### src/hot_block_profile_table_top_assert.svh
// Assertion macros for the hot block profile table.
// Used by hot_block_profile_table_top; needs clk_i and rst_ni in scope.
`ifndef HOT_BLOCK_PROFILE_TABLE_TOP_ASSERT_SVH
`define HOT_BLOCK_PROFILE_TABLE_TOP_ASSERT_SVH
`ifndef SYNTH
`define HBPT_ASSERT(lbl, prop, msg) \
  lbl: assert property (@(posedge clk_i) disable iff (!rst_ni) prop) else $error(msg);
`define HBPT_ASSERT_ALWAYS(lbl, prop, msg) \
  lbl: assert property (@(posedge clk_i) prop) else $error(msg);
`else
`define HBPT_ASSERT(lbl, prop, msg)
`define HBPT_ASSERT_ALWAYS(lbl, prop, msg)
`endif
`endif

### src/hbpt_div.sv
// Restoring divider, one quotient bit per cycle, 64-bit by 32-bit.
// No dependencies; the quotient is known to fit in 32 bits.
module hbpt_div (
  input  logic        clk_i,
  input  logic        rst_ni,
  input  logic        start_i,
  input  logic [63:0] dividend_i,
  input  logic [31:0] divisor_i,
  output logic        done_o,
  output logic [31:0] quot_o
);
  logic [63:0] num_q, num_d;
  logic [32:0] rem_q, rem_d;
  logic [31:0] dvs_q, dvs_d;
  logic [6:0]  cnt_q, cnt_d;
  logic        run_q, run_d;
  logic        done_q, done_d;
  logic [32:0] trial;
  logic [33:0] diff;

  // One shift-and-subtract step per cycle.
  always_comb begin
    num_d  = num_q;
    rem_d  = rem_q;
    dvs_d  = dvs_q;
    cnt_d  = cnt_q;
    run_d  = run_q;
    done_d = 1'b0;
    trial  = {rem_q[31:0], num_q[63]};
    diff   = {1'b0, trial} - {2'b00, dvs_q};
    if (start_i) begin
      num_d = dividend_i;
      rem_d = '0;
      dvs_d = divisor_i;
      cnt_d = 7'd0;
      run_d = 1'b1;
    end else if (run_q) begin
      if (!diff[33]) begin
        rem_d = diff[32:0];
        num_d = {num_q[62:0], 1'b1};
      end else begin
        rem_d = trial;
        num_d = {num_q[62:0], 1'b0};
      end
      cnt_d = cnt_q + 7'd1;
      if (cnt_q == 7'd63) begin
        run_d  = 1'b0;
        done_d = 1'b1;
      end
    end
  end

  always_ff @(posedge clk_i or negedge rst_ni) begin
    if (!rst_ni) begin
      run_q  <= 1'b0;
      done_q <= 1'b0;
      cnt_q  <= '0;
    end else begin
      run_q  <= run_d;
      done_q <= done_d;
      cnt_q  <= cnt_d;
    end
  end

  always_ff @(posedge clk_i) begin
    num_q <= num_d;
    rem_q <= rem_d;
    dvs_q <= dvs_d;
  end

  assign done_o = done_q;
  assign quot_o = num_q[31:0];
endmodule

### config.mk
export PLATFORM = sky130hd
export DESIGN_NAME = hbpt_div
export DESIGN_NICKNAME = d
export VERILOG_FILES = /design/src/hot_block_profile_table_top_assert.svh /design/src/hbpt_div.sv
export SDC_FILE = /design/constraint.sdc
export NUM_CORES = 1
export LEC_CHECK = 0
export BUFFER_PORTS_ARGS = -buffer_cell sky130_fd_sc_hd__buf_2
export CELL_PAD_IN_SITES_DETAIL_PLACEMENT = 1
export CELL_PAD_IN_SITES_GLOBAL_PLACEMENT = 1
export CORE_MARGIN = 2
export CORE_UTILIZATION = 50
export CTS_BUF_LIST = sky130_fd_sc_hd__clkbuf_8
export CTS_CLUSTER_DIAMETER = 50
export CTS_CLUSTER_SIZE = 25
export DETAILED_ROUTE_END_ITERATION = 16
export PLACE_DENSITY = 0.92
export SLEW_MARGIN = 5
export SYNTH_ARGS = -nofsm -noshare
export SYNTH_HDL_FRONTEND = slang
export SYNTH_SLANG_ARGS = --single-unit
### constraint.sdc
create_clock -name clk_i -period 6.3 [get_ports clk_i]
set_clock_uncertainty 0.2 [all_clocks]
set_input_delay 1.26 -clock clk_i [delete_from_list [all_inputs] [get_ports clk_i]]
set_output_delay 1.26 -clock clk_i [all_outputs]
set_load 0.01 [all_outputs]
# Yosys cells after proc, flatten, opt, wreduce, memory -nomap -nowiden
# Cells that the tools add are included.
[totals] reg_bits=137 output_inout_bits=33 wordCells=22
[classes] addsub=2 n_eq_ne=1 n_mux=12 n_reduce_logical=1
[op_table] cell="two-way mux 64 bit" n=2
[op_table] cell="subtractor 33 x 32 -> 34 bit" n=1
[op_table] cell="two-way mux 32 bit" n=1
[op_table] cell="two-way mux 7 bit" n=2
[op_table] cell="adder 7 x 1 -> 7 bit, second input constant" n=1
[op_table] cell="equality test 7 x 6 -> 1 bit, second input constant" n=1
[op_table] cell="two-way mux 1 bit" n=7
[op_table] cell="nonzero test 2 bit" n=1

# Depth between registers and ports, before layout
# Gate-level depths: netlist of the first run.
[logic_depth] depth_word=4 mapped_depth=14 ltp_nobuf=12

# Worst setup path after synthesis of the first run
# Ideal clock, no wire load.
[synth_timing] path_type="input -> register" startpoint="input start_i" endpoint="register num_q[0], enable pin" setup_ps=419 t_arrival_ps=2995 required_time_ps=5681 setup_slack_ps=2687 stages=4 path_buffers=2 cell_sequence="clkbuf_1 > nor2_1 > clkbuf_1 > inv_1"
[synth_via] elab_chain_len=1
[synth_lines] item="from (decl)" line_no="hbpt_div.sv:6" text="input logic start_i,"
[synth_lines] item="nonzero test 2 bit (no line)"
[synth_lines] item="to (signal assigned)" line_no="hbpt_div.sv:66" text="num_q <= num_d;"
[synth_lines] item="to (decl)" line_no="hbpt_div.sv:12" text="logic [63:0] num_q, num_d;"
# No other way between the ends.
# A chain may end at the register's enable or synchronous reset.

# Final worst setup path of the first run
[layout_timing] startpoint="register num_q[63]" endpoint="register rem_q[28]"
[layout_via] elab_chain_len=2
[layout_lines] item="subtractor 33 x 32 -> 34 bit" line_no="hbpt_div.sv:30" text="diff = {1'b0, trial} - {2'b00, dvs_q};"
[layout_lines] item="two-way mux 32 bit" line_no="hbpt_div.sv:38" text="if (!diff[33]) begin"
[layout_lines] item="to (signal assigned)" line_no="hbpt_div.sv:67" text="rem_q <= rem_d;"
[layout_lines] item="to (decl)" line_no="hbpt_div.sv:13" text="logic [32:0] rem_q, rem_d;"
# No other way between the ends.

==> impl_metrics.py, run 1 <==
metrics = {
    "yosys": {
        "netlist_top_cells_count": "edfxtp_1, mux2_2, nand2_1",
        "syn_inst": 679,
        "syn_area_mm2": 0.00757,
        "ys_warn_count": 0,
        "ys_seq_area_share_pct": 49.5,
        "ys_types": 67,
        "ys_ff_latch": 137,
        "synth_top_area_cell": "edfxtp_1",
        "synth.most_common_cell": "edfxtp_1",
        "synth_nets": 812,
        "synthFlopType": "edfxtp_1",
        "ys_async_sr_fraction_pct": 6.57,
        "syn_avg_cell_area_um2": 11.1,
        "netlist_top_cells_area": "edfxtp_1, mux2_2, dfxtp_1",
        "synth_top_area_share_pct": 38.1,
        "synth_edf_count": 96,
    },
    "global_route": {
        "grt.overflow.total": 0,
        "track_usage_pct": 26.7,
        "grt_pass1_vias": 6273,
        "antenna_found_initial": 1,
        "grt_max_degree": 87,
        "grt_pass1_wl_um": 33300,
    },
    "hold_path": {
        "worstHoldStart": "rem_q[7]",
        "hp-class": "reg -> reg",
        "worstHoldEndpoint": "rem_q[7]",
        "hold_depth": 2,
    },
    "clock_tree": {
        "clockRootBuffer": "clkbuf_8",
        "tritoncts": "done",
        "hold_buffers": 0,
        "cts_buffer_depth": 2,
        "numCtsBuffers": 17,
        "cts_max_level": 4,
        "cts_setup_buffers": 0,
        "clk_latency_ns": 0.47,
        "cts_resized": 0,
        "clk_pin_slew_ns": 0.08,
        "numClockSinks": 137,
    },
    "floorplanning": {
        "die_w_um": 127,
        "io_pins": 132,
        "die_h_um": 127,
        "start_util_pct": 51.7,
        "row_count": 44,
        "fp.dieArea_mm2": 0.0161,
        "core-area_mm2": 0.0146,
    },
    "place": {
        "port_buffers": 131,
        "placed_cells": 936,
        "dp_hpwl_um": 14700,
        "routabilityCongestion": 0.898,
        "place_area_mm2": 0.00811,
    },
    "finish": {
        "num_antenna_cells": 0,
        "num-nets-final": 904,
        "fin_cells": 968,
        "synthToLayoutAreaGrowth_pct": 12.1,
        "fillers": 1622,
        "utilization_pct": 57.9,
        "postLayoutCellArea_mm2": 0.00848,
        "drive_gt1_share_pct": 31.9,
    },
    "timing": {
        "fmax_mhz": 277,
        "tns_ns": 0,
        "rsz0062_at_grt": "no",
        "finalSetupViolations": 0,
        "final.min_clock_period_ns": 3.60,
        "drv_slew": 0,
        "worst_slew_margin_rel_pct": 27.8,
        "hold-worst-slack_ns": 0.313,
        "period_share_pct": 57.2,
        "hold_viol_final": 0,
        "tightest_slew_ns": 1.08,
    },
    "detailed_routing": {
        "drt_iter0_markers": 319,
        "drcViolationCount": 0,
        "antenna_left": 0,
        "vias": 5704,
        "via_per_inst": 5.89,
        "drt_first_pass_iters": 5,
        "routed_wl_um": 20800,
        "wire_per_inst_um": 21.5,
    },
    "status": {
        "status": "finished, final reports clean",
    },
    "power": {
        "combPwrFrac_pct": 40.4,
        "internal_power_mw": 1.99,
        "p_clk_share_pct": 21.6,
        "p_per_area_mw_per_mm2": 386,
        "seqPwrFrac_pct": 38.0,
        "switchingPower_mw": 1.28,
        "swShare_pct": 39.2,
        "ir_worst_vdd_uv": 185,
        "p_leak_nw": 3.58,
    },
    "worst_setup_path": {
        "crit_path_start_kind": "register",
        "r2r-start": "num_q[63]",
        "r2r_setup_slack_ns": 2.70,
        "critPathMaxFanout": 3,
        "path_class": "reg -> reg",
        "reg2regPathDepth": 12,
        "cp.arrival_ns": 3.74,
        "reg2reg_to": "rem_q[28]",
        "required_ns": 6.44,
        "crit_path_end_kind": "register",
    },
    "job": {
        "drv_cap": 0,
    },
}
[final cells by class]
| class | instances | area [um^2] | share of cell area (%) |
|---|---|---|---|
| flip-flops and latches | 137 | 3750 | 44.2 |
| multi-input cells | 438 | 3280 | 38.7 |
| clock buffers | 17 | 234 | 2.76 |
| repair buffers | 135 | 688 | 8.11 |
| inverters | 42 | 158 | 1.86 |
| well taps | 184 | 230 | 2.71 |
| clock inverters | 15 | 144 | 1.70 |
[per-layer routing]
layer / track usage, % / wire, um
met3: 8.42 / 1370
met1: 29.6 / 8040
met4: 10.3 / 545
met5: 0 / 0
met2: 48.0 / 10800
[power by group through the flow]
stage          Sequential (mW)  Combinational, mW  Clock [mW]
2_1_floorplan             1.21               1.03           0
3_3_place_gp              1.24               1.20           0
3_5_place_dp              1.26               1.28           0
4_1_cts                   1.24               1.31       0.722
5_1_grt                   1.26               1.44       0.755
6_report                  1.25               1.32       0.706
[metrics by stage]
stage,setup slack [ns],power [mW]
4_1_cts,2.72,3.27
5_1_grt,2.49,3.46
3_3_place_gp,2.66,2.44
3_5_place_dp,2.50,2.54
2_1_floorplan,2.69,2.24
6_report,2.70,3.27
[sequential cells by signal (all words and copies together), names as in the netlist]
name and count:
rem_q 32, done_o 1, dvs_q 32, run_q 1
num_q 64, cnt_q 7
[worst max-delay path, cell delays in order (launching register included)]
cell	delay, ns
edfxtp_1	0.36
inv_1	0.06
ha_1	0.25
fa_1	0.42
nand2b_1	0.19
a21o_1	0.21
a2bb2oi_1	0.22
o211ai_1	0.18
o21ai_0	0.51
a311oi_1	0.31
a21oi_1	0.27
xnor2_1	0.16
o221ai_1	0.14
[cell usage in the layout, fill, tap and decap left out, drive strengths merged, types with 2 or more instances in the layout]
cell and instances:
o21a 5, o21ai 29, nor2b 5, a221oi 2, nand2 63, clkinv 9, clkbuf 17, nand3b 2
or3 4, and3 9, o21bai 2, nor3 7, inv 46, mux2 65, xor2 6, nand3 9
a21oi 28, dfxtp 32, o211ai 10, ha 33, edfxtp 96, dfrtp 9, a211oi 5, a21o 11
a211o 2, a21boi 2, nand2b 9, a31oi 7, o22ai 3, a311oi 18, nand4 5, buf 135
nor2 49, xnor2 20, mux2i 10
[how the worst max path moves through the flow]
| stage | from | end | depth (start not counted) |
|---|---|---|---|
| 2_1_floorplan | start_i | num_q[0] | 4 |
| 3_3_place_gp | start_i | num_q[49] | 4 |
| 3_5_place_dp | start_i | num_q[49] | 4 |
| 4_1_cts | num_q[63] | rem_q[28] | 12 |
| 5_1_grt | num_q[63] | rem_q[28] | 12 |
| 6_report | num_q[63] | rem_q[28] | 12 |
[cell families after synthesis]
group / Yosys count / synth area share [%]
adders and majority gates: 34 / 5.72
muxes: 75 / 11.0
DFF: 137 / 49.5
xor gates and xnor gates: 26 / 3.01
AOI/OAI and AO/OA: 136 / 13.1
buffers and inverters: 104 / 7.13
and+or+nand+nor: 167 / 10.5
Power figures use the tool's default switching activity.
==> inputs of run 2 (changes only) <==
- CORE_UTILIZATION: 50 -> 46
- PLACE_DENSITY: 0.92 -> 0.86
- clock period: 6.3 -> 3.38 ns (I/O delays scaled with it)
==> run 2 against run 1 <==
  * Worst setup slack got worse by 2.5 ns
  * Cell count increased by 4.4%
  * Flip-flop and latch count did not move
  * Die area increased by 8.4%
  * Sequential power rose by 83%
  * Non-clock buffer count up 11
  * Maximum frequency rose by 13%
  * Largest cell class unchanged
  * Largest power group unchanged
==> impl_metrics.py, run 2 (same netlist as run 1, synthesis figures left out) <==
metrics = {
    "hold_path": {
        "hold_depth": 1,
        "hp-class": "in -> reg",
    },
    "global_route": {
        "grt_max_degree": 65,
        "antenna_found_initial": 1,
        "grt.overflow.total": 0,
        "grt_pass1_vias": 6016,
        "grt_pass1_wl_um": 31000,
        "track_usage_pct": 22.4,
    },
    "worst_setup_path": {
        "cp.arrival_ns": 3.34,
        "crit_path_end_kind": "register",
        "path_class": "reg -> reg",
        "crit_path_start_kind": "register",
        "r2r_setup_slack_ns": 0.20,
        "required_ns": 3.54,
        "reg2regPathDepth": 12,
        "critPathMaxFanout": 13,
    },
    "job": {
        "drv_cap": 0,
    },
    "timing": {
        "hold_viol_final": 0,
        "period_share_pct": 94.0,
        "rsz0062_at_grt": "no",
        "tns_ns": 0,
        "tightest_slew_ns": 0.731,
        "setup_ws_ns": 0.204,
        "fmax_mhz": 315,
        "drv_slew": 0,
        "worst_slew_margin_rel_pct": 51.3,
        "final.min_clock_period_ns": 3.18,
        "finalSetupViolations": 0,
    },
    "detailed_routing": {
        "routed_wl_um": 19000,
        "drt_iter0_markers": 263,
        "wire_per_inst_um": 18.8,
        "antenna_left": 0,
        "wl_met2_um": 9530,
        "drt-met1-wl_um": 7880,
        "via_per_inst": 5.44,
        "drcViolationCount": 0,
        "maxUsedRoutingLayer": "met4",
        "met3WireLength_um": 1350,
        "vias": 5503,
        "drt_first_pass_iters": 4,
    },
    "clock_tree": {
        "clk_pin_slew_ns": 0.08,
        "numCtsBuffers": 17,
        "cts_max_level": 4,
        "clockRootBuffer": "clkbuf_8",
        "cts_setup_buffers": 0,
        "cts_buffer_depth": 2,
        "tritoncts": "done",
        "numClockSinks": 137,
        "clk_latency_ns": 0.46,
    },
    "place": {
        "routabilityCongestion": 0.890,
        "placed_cells": 978,
        "place_ws_ns": 0.117,
        "dp_hpwl_um": 13900,
        "port_buffers": 131,
    },
    "floorplanning": {
        "core-area_mm2": 0.0160,
        "die_w_um": 132,
        "die_h_um": 132,
        "io_pins": 132,
        "start_util_pct": 47.3,
        "fp.dieArea_mm2": 0.0175,
        "row_count": 46,
    },
    "finish": {
        "reg_top3": "num_q (64), dvs_q (32), rem_q (32)",
        "fin_cells": 1011,
        "synthToLayoutAreaGrowth_pct": 14.5,
        "largest_reg_flops": 64,
        "num-nets-final": 915,
        "final_common_cell": "buf_2",
        "top_register": "num_q",
        "num_antenna_cells": 0,
        "utilization_pct": 54.2,
        "drive_gt1_share_pct": 33.2,
        "layout_common_cells": "buf_2, edfxtp_1, mux2_2",
    },
    "status": {
        "status": "finished, final reports clean",
    },
    "power": {
        "ir_worst_vdd_uv": 350,
        "p_leak_nw": 3.66,
        "p_per_area_mw_per_mm2": 702,
        "total_power_mw": 6.09,
    },
}
-- run 2: through the flow --
| step | hold WS (ns) | area [um^2] |
|---|---|---|
| 6_report | 0.186 | 8670 |
| 5_1_grt | 0.147 | 8670 |
| 4_1_cts | 0.156 | 8630 |
| 3_5_place_dp | 0.277 | 8250 |
| 3_3_place_gp | 0.254 | 8250 |
| 2_1_floorplan | 0.180 | 7570 |
-- run 2: power by group --
part / internal (mW) / leakage, nW / switching (mW)
clock network: 0.603 / 0.189 / 0.684
registers: 2.10 / 1.37 / 0.194
logic: 1.09 / 2.10 / 1.41
total: 3.79 / 3.66 / 2.29
-- run 2: layer usage --
metal | vias to the layer above | track usage, %
li1 | 2643 | -
met1 | 2697 | 26.1
met2 | 143 | 39.2
met3 | 20 | 8.38
met4 | 0 | 5.79
met5 | - | 0
-- run 2: final cells by class --
class | count | area [um^2]
Tap cell | 216 | 270
Timing Repair Buffer | 146 | 802
Inverter | 42 | 158
Clock inverter | 14 | 123
Sequential cell | 137 | 3750
Multi-Input combinational cell | 438 | 3320
Clock buffer | 18 | 248
Fill cell | 1772 | 7330
-- run 2: final timing paths --
check	from	to
setup / recovery	dvs_q[1]	rem_q[6]
hold / removal	divisor_i[0]	dvs_q[0]
setup reg to reg	dvs_q[1]	rem_q[6]
hold reg to reg	rem_q[31]	rem_q[31]
max in group asynchronous	rst_ni	cnt_q[2]
min in group asynchronous	rst_ni	cnt_q[4]
-- run 2: worst max-delay path, stage by stage, from the launching register on --
cell       delay, ns
edfxtp_1        0.39
inv_1           0.07
ha_1            0.27
nor2b_4         0.14
o2111ai_2       0.15
a31oi_4         0.31
a2111oi_4       0.12
nor3_2          0.25
nor3_4          0.09
o211a_1         0.25
buf_4           0.19
or3_1           0.38
a311oi_1        0.27
-- run 2: what timing repair did --
item | 4_1_cts | 5_1_grt
endpoints found under the hold margin | 9 | 0
endpoints found under the setup margin | 0 | 22
hold buffers | 1 | 0
resized for setup | 0 | 8
==> inputs of run 3 (changes only) <==
- PLACE_DENSITY: 0.86 -> not set
- PLACE_DENSITY_LB_ADDON: not set -> 0.1
==> run 3 against run 2 <==
  * Clock-buffer cell count is the same
  * Combinational power is essentially flat
  * Non-clock buffer count grew 3
  * Maximum frequency up 0.74%
  * Cell count increased by 0.40%
  * Core utilization is 0.47 points higher
  * Flip-flop and latch count unchanged
  * Largest power group unchanged
  * Worst hold slack barely moved
  * Sequential share of layout area down 0.37 points
  * Design area rose by 0.87%
  * Routed wire length shrank 5.8%
  * Die area stayed put
==> impl_metrics.py, run 3 (same netlist as run 1, synthesis figures left out) <==
metrics = {
    "worst_setup_path": {
        "reg2regPathDepth": 12,
        "required_ns": 3.53,
        "cp.arrival_ns": 3.30,
        "critPathMaxFanout": 13,
        "r2r-start": "dvs_q[1]",
        "crit_path_start_kind": "register",
        "reg2reg_to": "rem_q[3]",
        "r2r_setup_slack_ns": 0.23,
        "cp-endpoint": "rem_q[3]",
        "crit_path_end_kind": "register",
        "crit_start": "dvs_q[1]",
        "path_class": "reg -> reg",
    },
    "finish": {
        "postLayoutCellArea_mm2": 0.00874,
        "top_register": "num_q",
        "layout_common_cells": "buf_2, edfxtp_1, mux2_2",
        "fillers": 1762,
        "num-nets-final": 918,
        "reg_top3": "num_q (64), dvs_q (32), rem_q (32)",
        "final_common_cell": "buf_2",
        "largest_reg_flops": 64,
        "synthToLayoutAreaGrowth_pct": 15.5,
        "drive_gt1_share_pct": 33.3,
    },
    "place": {
        "place_area_mm2": 0.00826,
        "place_ws_ns": 0.0722,
        "routabilityCongestion": 0.846,
        "dp_hpwl_um": 12600,
        "port_buffers": 131,
    },
    "global_route": {
        "grt_pass1_vias": 6097,
        "antenna_found_initial": 0,
        "grt_max_degree": 59,
        "grt.overflow.total": 0,
        "grt_pass1_wl_um": 30100,
        "track_usage_pct": 21.5,
    },
    "detailed_routing": {
        "drt_iter0_markers": 205,
        "drt_first_pass_iters": 4,
        "via_per_inst": 5.39,
        "wire_per_inst_um": 17.6,
        "drcViolationCount": 0,
        "antenna_left": 0,
        "vias": 5475,
        "routed_wl_um": 17900,
    },
    "floorplanning": {
        "io_pins": 132,
        "core-area_mm2": 0.0160,
        "fp.dieArea_mm2": 0.0175,
        "die_w_um": 132,
        "row_count": 46,
        "die_h_um": 132,
        "start_util_pct": 47.3,
    },
    "timing": {
        "tightest_slew_ns": 0.745,
        "tns_ns": 0,
        "worst_slew_margin_rel_pct": 50.2,
        "hold_viol_final": 0,
        "fmax_mhz": 317,
        "drv_slew": 0,
        "rsz0062_at_grt": "no",
        "finalSetupViolations": 0,
        "period_share_pct": 93.3,
        "setup_ws_ns": 0.227,
        "final.min_clock_period_ns": 3.15,
    },
    "job": {
        "drv_cap": 0,
    },
    "clock_tree": {
        "clockRootBuffer": "clkbuf_8",
        "clk_pin_slew_ns": 0.09,
        "cts_max_level": 4,
        "clk_latency_ns": 0.46,
        "numClockSinks": 137,
        "tritoncts": "done",
        "cts_buffer_depth": 2,
        "numCtsBuffers": 17,
    },
    "power": {
        "swShare_pct": 35.6,
        "internal_power_mw": 4.02,
        "p_leak_nw": 3.69,
        "switchingPower_mw": 2.23,
        "p_clk_share_pct": 23.6,
        "combPwrFrac_pct": 39.8,
        "ir_worst_vdd_uv": 323,
        "seqPwrFrac_pct": 36.6,
        "p_per_area_mw_per_mm2": 715,
    },
    "hold_path": {
        "hp-class": "in -> reg",
    },
    "status": {
        "status": "finished, final reports clean",
    },
}
-- run 3: cell count changes in the layout (fill, tap and decap cells not counted), moves of 2 or more --
cell | before | now
a21oi_2 | 0 | 2
buf_4 | 12 | 16
bufinv_16 | 1 | 4
clkinv_2 | 2 | 0
inv_1 | 43 | 45
inv_6 | 4 | 1
-- run 3: what timing repair did --
| action | CTS | global route |
|---|---|---|
| hold buffers | 1 | 0 |
| hold endpoints to repair | 9 | 0 |
| setup buffers | 0 | 1 |
| endpoints found under the setup margin | 0 | 20 |
| resized for setup | 0 | 6 |
-- run 3: metal layers --
metal	GRT usage, %	vias to the layer above	share of wire [%]	wire length [um]
met3	7.07	17	6.2	1110
met5	0	-	0	0
li1	-	2648	-	-
met2	36.8	122	50	8950
met4	7.71	0	1.3	229
met1	25.4	2688	43	7610
-- run 3: stage by stage --
| stage | power [mW] | hold slack, ns | util [%] | cells |
|---|---|---|---|---|
| 3_5_place_dp | 4.76 | 0.281 | 51.6 | 980 |
| 2_1_floorplan | 4.18 | 0.180 | - | 679 |
| 6_report | 6.25 | 0.186 | 54.6 | 1015 |
| 4_1_cts | 6.29 | 0.148 | 54.4 | 1013 |
| 5_1_grt | 6.71 | 0.147 | 54.6 | 1014 |
| 3_3_place_gp | 4.66 | 0.255 | 51.6 | 980 |
-- run 3: area by class of cell --
type / count / area (um^2) / share of cell area (%)
Clock inverter: 14 / 184 / 2.10
Multi-Input combinational cell: 438 / 3310 / 37.9
Antenna cell: 1 / 2.50 / 0.0286
Timing Repair Buffer: 149 / 821 / 9.39
Tap cell: 216 / 270 / 3.09
Clock buffer: 18 / 248 / 2.83
Inverter: 42 / 158 / 1.80
Sequential cell: 137 / 3750 / 42.9
-- run 3: worst max-delay path: stages, from the launching register on --
cell	delay [ns]
edfxtp_1	0.44
inv_1	0.08
ha_1	0.23
nor2b_4	0.14
o2111ai_2	0.24
a31oi_4	0.18
a2111oi_4	0.42
nor3_2	0.11
nor3_4	0.21
o211a_1	0.22
buf_4	0.21
nand2_1	0.08
a311oi_1	0.30
-- run 3: worst min-delay path by stage --
| stage | slack [ns] | end | startpoint | depth (start not counted) |
|---|---|---|---|---|
| floorplan | 0.18 | cnt_q[0] | rst_ni | 0 |
| global placement | 0.26 | rem_q[31] | rem_q[31] | 2 |
| detailed placement | 0.28 | rem_q[31] | rem_q[31] | 2 |
| CTS | 0.15 | dvs_q[5] | divisor_i[5] | 1 |
| global route | 0.15 | dvs_q[4] | divisor_i[4] | 1 |
| finish | 0.19 | dvs_q[5] | divisor_i[5] | 1 |
-- run 3: power by group through the flow --
stage	clock network, mW	logic, mW	registers (mW)
2_1_floorplan	0	1.92	2.26
3_3_place_gp	0	2.36	2.31
3_5_place_dp	0	2.44	2.32
4_1_cts	1.52	2.47	2.29
5_1_grt	1.60	2.78	2.33
6_report	1.48	2.49	2.29
